## src/tcc_pkg.sv

```systemverilog
// Shared constants, state type and lookup functions for the tick count to calendar converter.
package tcc_pkg;

    localparam int TICK_W   = 49;
    localparam int YEAR_W   = 14;
    localparam int MONTH_W  = 4;
    localparam int DOM_W    = 5;
    localparam int DOY_W    = 9;
    localparam int HOUR_W   = 5;
    localparam int MINUTE_W = 6;
    localparam int SECOND_W = 6;
    localparam int MS_W     = 10;

    localparam int MAX_YEAR = 9999;

    localparam int REM_W = 27;
    localparam int CNT_W = $clog2(TICK_W);
    localparam int BIT_W = 3;
    localparam int QW    = 6;

    localparam logic [REM_W:0]    MS_PER_DAY = 28'd86_400_000;
    localparam logic [TICK_W-1:0] DAY_LIMIT  =
        TICK_W'(MAX_YEAR * 365 + MAX_YEAR / 4 - MAX_YEAR / 100 + MAX_YEAR / 400);

    typedef enum logic [3:0] {
        ST_IDLE,
        ST_DAY,
        ST_RANGE,
        ST_Y400,
        ST_Y100,
        ST_Y4,
        ST_Y1,
        ST_HOUR,
        ST_MIN,
        ST_SEC,
        ST_DONE
    } t_state;

    function automatic logic [REM_W-1:0] f_div_base(input t_state s);
        logic [REM_W-1:0] d;
        case (s)
            ST_Y400: d = 27'd146_097;
            ST_Y100: d = 27'd36_524;
            ST_Y4:   d = 27'd1_461;
            ST_Y1:   d = 27'd365;
            ST_HOUR: d = 27'd3_600_000;
            ST_MIN:  d = 27'd60_000;
            ST_SEC:  d = 27'd1_000;
            default: d = '0;
        endcase
        return d;
    endfunction

    // top quotient bit of each phase; 100-year and 1-year phases saturate at 3
    function automatic logic [BIT_W-1:0] f_top_bit(input t_state s);
        logic [BIT_W-1:0] b;
        case (s)
            ST_Y400: b = 3'd4;
            ST_Y100: b = 3'd1;
            ST_Y4:   b = 3'd4;
            ST_Y1:   b = 3'd1;
            ST_HOUR: b = 3'd4;
            ST_MIN:  b = 3'd5;
            ST_SEC:  b = 3'd5;
            default: b = '0;
        endcase
        return b;
    endfunction

    function automatic logic [DOY_W-1:0] f_cum(input logic leap, input logic [MONTH_W-1:0] idx);
        logic [DOY_W-1:0] c;
        unique case (idx)
            4'd0:  c = 9'd0;
            4'd1:  c = 9'd31;
            4'd2:  c = leap ? 9'd60  : 9'd59;
            4'd3:  c = leap ? 9'd91  : 9'd90;
            4'd4:  c = leap ? 9'd121 : 9'd120;
            4'd5:  c = leap ? 9'd152 : 9'd151;
            4'd6:  c = leap ? 9'd182 : 9'd181;
            4'd7:  c = leap ? 9'd213 : 9'd212;
            4'd8:  c = leap ? 9'd244 : 9'd243;
            4'd9:  c = leap ? 9'd274 : 9'd273;
            4'd10: c = leap ? 9'd305 : 9'd304;
            4'd11: c = leap ? 9'd335 : 9'd334;
            default: c = leap ? 9'd366 : 9'd365;
        endcase
        return c;
    endfunction

    function automatic logic [MONTH_W-1:0] f_month(input logic leap, input logic [DOY_W-1:0] doy0);
        logic [MONTH_W-1:0] m;
        m = 4'd1;
        for (int k = 1; k < 12; k++) begin
            if (doy0 >= f_cum(leap, MONTH_W'(k))) begin
                m = m + 4'd1;
            end
        end
        return m;
    endfunction

endpackage

```

## src/tick_count_to_calendar.sv

```systemverilog
// Millisecond tick count to Gregorian calendar fields, bit-serial restoring division.
// Steps: day split, range check, then (in range only) the year, hour, minute and second
// phases before the result is registered. One transaction at a time: the next input is
// accepted once the result is registered and the converter is back in idle. The divider
// retires one quotient bit per cycle; the done state waits while the output is held.
// Reset (synchronous, active low) returns to idle and clears the output valid flag.
module tick_count_to_calendar (
    input  logic                          i_clk,
    input  logic                          i_rst_n,
    input  logic                          i_in_valid,
    output logic                          o_in_ready,
    input  logic [tcc_pkg::TICK_W-1:0]    i_tick_count,
    output logic                          o_out_valid,
    input  logic                          i_out_ready,
    output logic [tcc_pkg::YEAR_W-1:0]    o_year,
    output logic [tcc_pkg::MONTH_W-1:0]   o_month,
    output logic [tcc_pkg::DOM_W-1:0]     o_day_of_month,
    output logic [tcc_pkg::DOY_W-1:0]     o_day_of_year,
    output logic [tcc_pkg::HOUR_W-1:0]    o_hour,
    output logic [tcc_pkg::MINUTE_W-1:0]  o_minute,
    output logic [tcc_pkg::SECOND_W-1:0]  o_second,
    output logic [tcc_pkg::MS_W-1:0]      o_millisecond,
    output logic                          o_leap_year,
    output logic                          o_out_of_range
);
    import tcc_pkg::*;

    t_state r_state, n_state;

    logic [REM_W-1:0]  r_rem, n_rem;
    logic [TICK_W-1:0] r_sh, n_sh;
    logic [CNT_W-1:0]  r_cnt, n_cnt;
    logic [REM_W-1:0]  r_n, n_n;
    logic [BIT_W-1:0]  r_bit, n_bit;
    logic [QW-1:0]     r_q, n_q;
    logic [4:0]        r_q400, n_q400;
    logic [1:0]        r_q100, n_q100;
    logic [4:0]        r_q4, n_q4;
    logic [1:0]        r_q1, n_q1;
    logic [DOY_W-1:0]  r_doy, n_doy;
    logic [HOUR_W-1:0] r_hr, n_hr;
    logic [MINUTE_W-1:0] r_mn, n_mn;
    logic [SECOND_W-1:0] r_sc, n_sc;
    logic              r_oor, n_oor;
    logic              r_ovalid, n_ovalid;

    logic [YEAR_W-1:0]   r_year, n_year;
    logic [MONTH_W-1:0]  r_month, n_month;
    logic [DOM_W-1:0]    r_dom, n_dom;
    logic [DOY_W-1:0]    r_doy_o, n_doy_o;
    logic [HOUR_W-1:0]   r_hour, n_hour;
    logic [MINUTE_W-1:0] r_minute, n_minute;
    logic [SECOND_W-1:0] r_second, n_second;
    logic [MS_W-1:0]     r_ms, n_ms;
    logic                r_leap, n_leap;
    logic                r_range, n_range;

    logic [REM_W:0]      t_day;
    logic                day_ge;
    logic                day_oor;
    logic [REM_W-1:0]    div_val;
    logic                div_ge;
    logic [REM_W-1:0]    n_step;
    logic [QW-1:0]       q_next;
    logic                out_free;
    logic                phase_end;
    logic                leap_calc;
    logic [YEAR_W-1:0]   year_calc;
    logic [MONTH_W-1:0]  month_calc;

    assign t_day     = {r_rem, r_sh[TICK_W-1]};
    assign day_ge    = t_day >= MS_PER_DAY;
    assign day_oor   = r_sh >= DAY_LIMIT;
    assign div_val   = f_div_base(r_state) << r_bit;
    assign div_ge    = r_n >= div_val;
    assign n_step    = div_ge ? (r_n - div_val) : r_n;
    assign q_next    = {r_q[QW-2:0], div_ge};
    assign out_free  = !r_ovalid || i_out_ready;
    assign phase_end = (r_bit == '0);

    assign leap_calc  = (r_q1 == 2'd3) && ((r_q4 != 5'd24) || (r_q100 == 2'd3));
    assign year_calc  = YEAR_W'(r_q400) * 14'd400 + YEAR_W'(r_q100) * 14'd100
                      + YEAR_W'(r_q4) * 14'd4 + YEAR_W'(r_q1) + 14'd1;
    assign month_calc = f_month(leap_calc, r_doy);

    always_comb begin
        n_state = r_state;
        unique case (r_state)
            ST_IDLE:  if (i_in_valid) n_state = ST_DAY;
            ST_DAY:   if (r_cnt == '0) n_state = ST_RANGE;
            ST_RANGE: n_state = day_oor ? ST_DONE : ST_Y400;
            ST_Y400:  if (phase_end) n_state = ST_Y100;
            ST_Y100:  if (phase_end) n_state = ST_Y4;
            ST_Y4:    if (phase_end) n_state = ST_Y1;
            ST_Y1:    if (phase_end) n_state = ST_HOUR;
            ST_HOUR:  if (phase_end) n_state = ST_MIN;
            ST_MIN:   if (phase_end) n_state = ST_SEC;
            ST_SEC:   if (phase_end) n_state = ST_DONE;
            ST_DONE:  if (out_free) n_state = ST_IDLE;
            default:  n_state = ST_IDLE;
        endcase
    end

    always_comb begin
        o_in_ready = (r_state == ST_IDLE);
    end

    always_comb begin
        n_rem    = r_rem;
        n_sh     = r_sh;
        n_cnt    = r_cnt;
        n_n      = r_n;
        n_bit    = r_bit;
        n_q      = r_q;
        n_q400   = r_q400;
        n_q100   = r_q100;
        n_q4     = r_q4;
        n_q1     = r_q1;
        n_doy    = r_doy;
        n_hr     = r_hr;
        n_mn     = r_mn;
        n_sc     = r_sc;
        n_oor    = r_oor;
        n_ovalid = r_ovalid;
        n_year   = r_year;
        n_month  = r_month;
        n_dom    = r_dom;
        n_doy_o  = r_doy_o;
        n_hour   = r_hour;
        n_minute = r_minute;
        n_second = r_second;
        n_ms     = r_ms;
        n_leap   = r_leap;
        n_range  = r_range;

        if (r_ovalid && i_out_ready) begin
            n_ovalid = 1'b0;
        end

        unique case (r_state)
            ST_IDLE: begin
                if (i_in_valid) begin
                    n_sh  = i_tick_count;
                    n_rem = '0;
                    n_cnt = CNT_W'(TICK_W - 1);
                end
            end
            ST_DAY: begin
                n_rem = day_ge ? REM_W'(t_day - MS_PER_DAY) : t_day[REM_W-1:0];
                n_sh  = {r_sh[TICK_W-2:0], day_ge};
                n_cnt = r_cnt - 1'b1;
            end
            ST_RANGE: begin
                n_oor = day_oor;
                n_n   = r_sh[REM_W-1:0];
                n_bit = f_top_bit(ST_Y400);
                n_q   = '0;
            end
            ST_Y400, ST_Y100, ST_Y4, ST_Y1, ST_HOUR, ST_MIN, ST_SEC: begin
                n_n   = n_step;
                n_q   = q_next;
                n_bit = r_bit - 1'b1;
                if (phase_end) begin
                    n_q   = '0;
                    n_bit = f_top_bit(n_state);
                    unique case (r_state)
                        ST_Y400: n_q400 = q_next[4:0];
                        ST_Y100: n_q100 = q_next[1:0];
                        ST_Y4:   n_q4   = q_next[4:0];
                        ST_Y1: begin
                            n_q1  = q_next[1:0];
                            n_doy = n_step[DOY_W-1:0];
                            n_n   = r_rem;
                        end
                        ST_HOUR: n_hr = q_next[HOUR_W-1:0];
                        ST_MIN:  n_mn = q_next[MINUTE_W-1:0];
                        default: n_sc = q_next[SECOND_W-1:0];
                    endcase
                end
            end
            ST_DONE: begin
                if (out_free) begin
                    n_ovalid = 1'b1;
                    n_range  = r_oor;
                    if (r_oor) begin
                        n_year   = '0;
                        n_month  = '0;
                        n_dom    = '0;
                        n_doy_o  = '0;
                        n_hour   = '0;
                        n_minute = '0;
                        n_second = '0;
                        n_ms     = '0;
                        n_leap   = 1'b0;
                    end else begin
                        n_year   = year_calc;
                        n_month  = month_calc;
                        n_dom    = DOM_W'(r_doy - f_cum(leap_calc, month_calc - 4'd1) + 9'd1);
                        n_doy_o  = r_doy + 9'd1;
                        n_hour   = r_hr;
                        n_minute = r_mn;
                        n_second = r_sc;
                        n_ms     = r_n[MS_W-1:0];
                        n_leap   = leap_calc;
                    end
                end
            end
            default: begin
                n_ovalid = r_ovalid;
            end
        endcase
    end

    always_ff @(posedge i_clk) begin
        if (!i_rst_n) begin
            r_state  <= ST_IDLE;
            r_ovalid <= 1'b0;
        end else begin
            r_state  <= n_state;
            r_ovalid <= n_ovalid;
        end
    end

    always_ff @(posedge i_clk) begin
        r_rem    <= n_rem;
        r_sh     <= n_sh;
        r_cnt    <= n_cnt;
        r_n      <= n_n;
        r_bit    <= n_bit;
        r_q      <= n_q;
        r_q400   <= n_q400;
        r_q100   <= n_q100;
        r_q4     <= n_q4;
        r_q1     <= n_q1;
        r_doy    <= n_doy;
        r_hr     <= n_hr;
        r_mn     <= n_mn;
        r_sc     <= n_sc;
        r_oor    <= n_oor;
        r_year   <= n_year;
        r_month  <= n_month;
        r_dom    <= n_dom;
        r_doy_o  <= n_doy_o;
        r_hour   <= n_hour;
        r_minute <= n_minute;
        r_second <= n_second;
        r_ms     <= n_ms;
        r_leap   <= n_leap;
        r_range  <= n_range;
    end

    assign o_out_valid    = r_ovalid;
    assign o_year         = r_year;
    assign o_month        = r_month;
    assign o_day_of_month = r_dom;
    assign o_day_of_year  = r_doy_o;
    assign o_hour         = r_hour;
    assign o_minute       = r_minute;
    assign o_second       = r_second;
    assign o_millisecond  = r_ms;
    assign o_leap_year    = r_leap;
    assign o_out_of_range = r_range;

endmodule

```

## config.mk

```make
export PLATFORM = sky130hd
export DESIGN_NAME = tick_count_to_calendar
export DESIGN_NICKNAME = d
export VERILOG_FILES = /design/src/tcc_pkg.sv /design/src/tick_count_to_calendar.sv
export SDC_FILE = /design/constraint.sdc
export NUM_CORES = 1
export LEC_CHECK = 0
export BUFFER_PORTS_ARGS = -buffer_cell sky130_fd_sc_hd__buf_2
export CAP_MARGIN = 10
export CORE_ASPECT_RATIO = 1.25
export CORE_MARGIN = 2
export CORE_UTILIZATION = 55
export DETAILED_ROUTE_END_ITERATION = 10
export PLACE_DENSITY = 0.77
export SYNTH_ARGS = -nofsm -noshare
export SYNTH_HDL_FRONTEND = slang
export SYNTH_SLANG_ARGS = --single-unit
export TNS_END_PERCENT = 10
```

## constraint.sdc

```tcl
create_clock -name i_clk -period 9.44 [get_ports i_clk]
set_clock_uncertainty 0.05 [all_clocks]
set_input_delay 1.888 -clock i_clk [delete_from_list [all_inputs] [get_ports i_clk]]
set_output_delay 1.888 -clock i_clk [all_outputs]
set_load 0.03 [all_outputs]
```

==> impl_results.md <==
- Yosys warns: 0
- Least-Margin Pin Slew: 1.07 ns
- Max Cap Viol: 0
- Adder-cell share of the synthesized area: 8.60%
- Post-synth top flop: edfxtp_1
- CP endpoint kind: flop
- RR Startpoint: r_q100[0]
- Most frequent cells in the layout: nand2_1, edfxtp_1, nor2_1, buf_2, a21oi_1
- Final core occ: about 64%
- Grt ovf: 0
- # IOs: 116
- Synth top area cells: edfxtp_1, ha_1, nand2_1
- Post-synth EDFFs: 219
- Die ar.: ~28000 um2
- Initial Util: a little under three fifths
- N_diodes: 0
- Leakage power: 6.62 nW
- DRT iter0 DRCs: 910
- Vias per cell: 5.95
- CP arrival: 9.56 ns
- Post-synthesis simple-gate area fraction: 19.5%
- Final Hold Viols: 0
- Vias in the first global route: approximately 11000
- Hold Worst Slack: 0.394 ns
- Die Ht: 185 um
- Initial antenna violation count: 0
- Critical path class: flop to flop
- Share of the synthesized area in the top cell type: 45.4%
- First-pass GRT wire length: 56400 um
- Post-synthesis compound-gate area fraction: 15.9%
- Avg WL per Cell: 18.0 um
- Synth Area in XOR/XNOR: 4.63%
- Unrepaired setup endpoints after global routing: true
- HP Class: flop to flop
- Tcrit/Tclk final: 99.0%
- Worst hold path startpoint: r_q[4]
- RR Endpoint: o_day_of_month[4]
- Hold_buf cts: 0
- Num CTS Buffers: 24
- Clk pin slew, worst setup/hold paths: 0.06 ns
- Mapped cell area: 14500 um2
- Ys async rst share: 0%
- Vias: 11900
- CP max-delay cell: or4b_4
- Htree depth: 1
- Placed cells: 1930
- Worst hold endpoint: r_sc[5]
- Most common cell after layout, fill and taps aside: nand2_1
- Rel. slew slack: 28.5%
- Delay of the slowest critical-path stage: 0.52 ns
- WHS Path Cells: 0
- CTS Buffer Depth: 3
- Remaining DRCs: 0
- Synthesized net count: between 1500 and 2000
- Core footprint: roughly 26000 um2
- Mux contribution to synthesized area: under 10%
- Num rows: 66
- Synthesized instance count: 1521
- Worst setup SP type: flop
- GRT Total Usage: 25.2%
- CP most frequent cell: ha_4
- Fmax: 107 MHz
- Fin. max-slew vios: 0
- Clock Sinks: ~220
- Port Buffers: 115
- Status: finished, final reports clean
- Required time worst endpoint: 9.66 ns
- Clock Latency Late Sink: about 0.53 ns
- Area Growth Syn to Fin: 14.8%
- Post-Place Setup Slack: -0.372 ns
- Biggest area consumer among synthesized cells: edfxtp_1
- Drt first pass iters: 5
- Power Density: ~130 nW/um2
- Syn Area/Cell: 9.53 um2
- CTS root buf: clkbuf_16
- Worst vdd ir: between 100 and 150 uV
- Die width: between 100 and 150 um
- Post-route ant nets: 0
- Largest net degree at the start of global routing: 83
- Post-layout min period: 9.35 ns
- Final WL: 35800 um
- Largest family of logic cells by synthesized area: simple AND/OR/NAND/NOR gates
- FF-to-FF path depth: 50
- Post-Layout Cell Count: 1991
- Synth Register Bits: 224
- Tot Pwr: ~2.2 mW
- Detailed placement HPWL: approximately 25000 um
- Cell variety after synth: about 80
- Register area share after synthesis: 46.1%
- CTS tree: yes
- Crit Path Max Fanout: 5
- Count of final setup violators: 0
- Placer Congestion: 0.976
- Nets: 1783
- Setup ws final: 0.0940 ns
- Flop2flop setup slack: 0.09 ns
- Layout cells sized above 1: 17.7%
## cells by family after synthesis
family	after synthesis
AO/OA/AOI/OAI	363
XOR/XNOR	73
adder cells (fa/ha/maj)	96
buffers and inverters	136
flip-flops	224
multiplexers	22
AND/OR/NAND/NOR	607
## cells in the mapped netlist, drive strengths merged, types with 3 or more instances
library cell	instances
a211oi	8
o31ai	6
nor4	16
dfxtp	5
a21oi	97
o21a	23
nor2	133
or3	14
o22ai	20
and3	19
nand3b	3
o21bai	5
o22a	10
nor3	33
buf	10
nor3b	4
o31a	3
and2	19
mux2	12
a221oi	4
xor2	29
o21ai	89
clkbuf	72
o211ai	6
nor2b	52
xnor2	42
fa	6
a21o	22
a32oi	4
nand2	254
a31o	12
a21boi	6
a31oi	20
nand3	21
nand4	13
ha	90
inv	52
nand2b	13
mux2i	10
or2	5
edfxtp	219
a22oi	5
## critical path: cells and delay by family, from the launching register on
family,cells,cell delay (ns)
buffers and inverters,4,0.44
XOR/XNOR,3,0.50
adder cells (fa/ha/maj),12,3.14
AO/OA/AOI/OAI,14,2.47
multiplexers,1,0.27
AND/OR/NAND/NOR,16,1.83
flip-flops,1,0.39
## through the flow
step                setup TNS (ns)  instance area (um2)
global placement          -0.00489                15500
global route                -0.403                16600
detailed placement          -0.595                15500
finish                           0                16600
floorplan                        0                14500
CTS                              0                16400
## final cells by class
class / count / area [um2]
multi-input cells: 1161 / 7610
inverters: 54 / 205
fillers: 2110 / 9300
clock buffers: 30 / 644
flip-flops and latches: 224 / 6680
well taps: 340 / 425
repair buffers: 169 / 996
clock inverters: 13 / 68.8
## registers in the layout (all words and copies together), names as in the netlist, 3 cells and up
name,flops
r_bit,3
r_sc,6
r_mn,6
o_second,6
r_q400,5
o_month,4
o_day_of_year,9
o_minute,6
r_q4,5
r_doy,9
r_n,27
r_state,4
r_sh,49
o_millisecond,10
r_rem,27
o_day_of_month,5
o_hour,5
r_hr,5
r_q,5
o_year,14
r_cnt,6
## report_power, final
| group | internal, mW | switching, mW |
|---|---|---|
| registers | 1.14 | 0.0367 |
| clock network | 0.483 | 0.387 |
| logic | 0.0614 | 0.0937 |
## per-layer routing
metal / GRT usage (%) / wire (um) / vias up
met1: 30.5 / 14200 / 5579
met3: 3.50 / 2310 / 93
met2: 46.2 / 18200 / 451
met4: 8.00 / 1110 / 0
met5: 0 / 0 / -
li1: - / - / 5729
## how the worst max path moves through the flow
| stage | depth (start not counted) | startpoint | slack [ns] | end |
|---|---|---|---|---|
| 2_1_floorplan | 50 | r_q100[0] | 0.002 | o_day_of_month[4] |
| 3_3_place_gp | 48 | r_q100[1] | -0.005 | o_day_of_month[4] |
| 3_5_place_dp | 50 | r_q100[1] | -0.37 | o_day_of_month[4] |
| 4_1_cts | 53 | r_q100[1] | 0.02 | o_day_of_month[4] |
| 5_1_grt | 50 | r_q100[1] | -0.27 | o_day_of_month[4] |
| 6_report | 50 | r_q100[0] | 0.09 | o_day_of_month[4] |
## repair_timing
item,CTS,global route
setup buffers,10,10
gates resized for setup,15,39
pin swaps,13,38
endpoints found under the setup margin,3,4
Power figures use the tool's default switching activity.
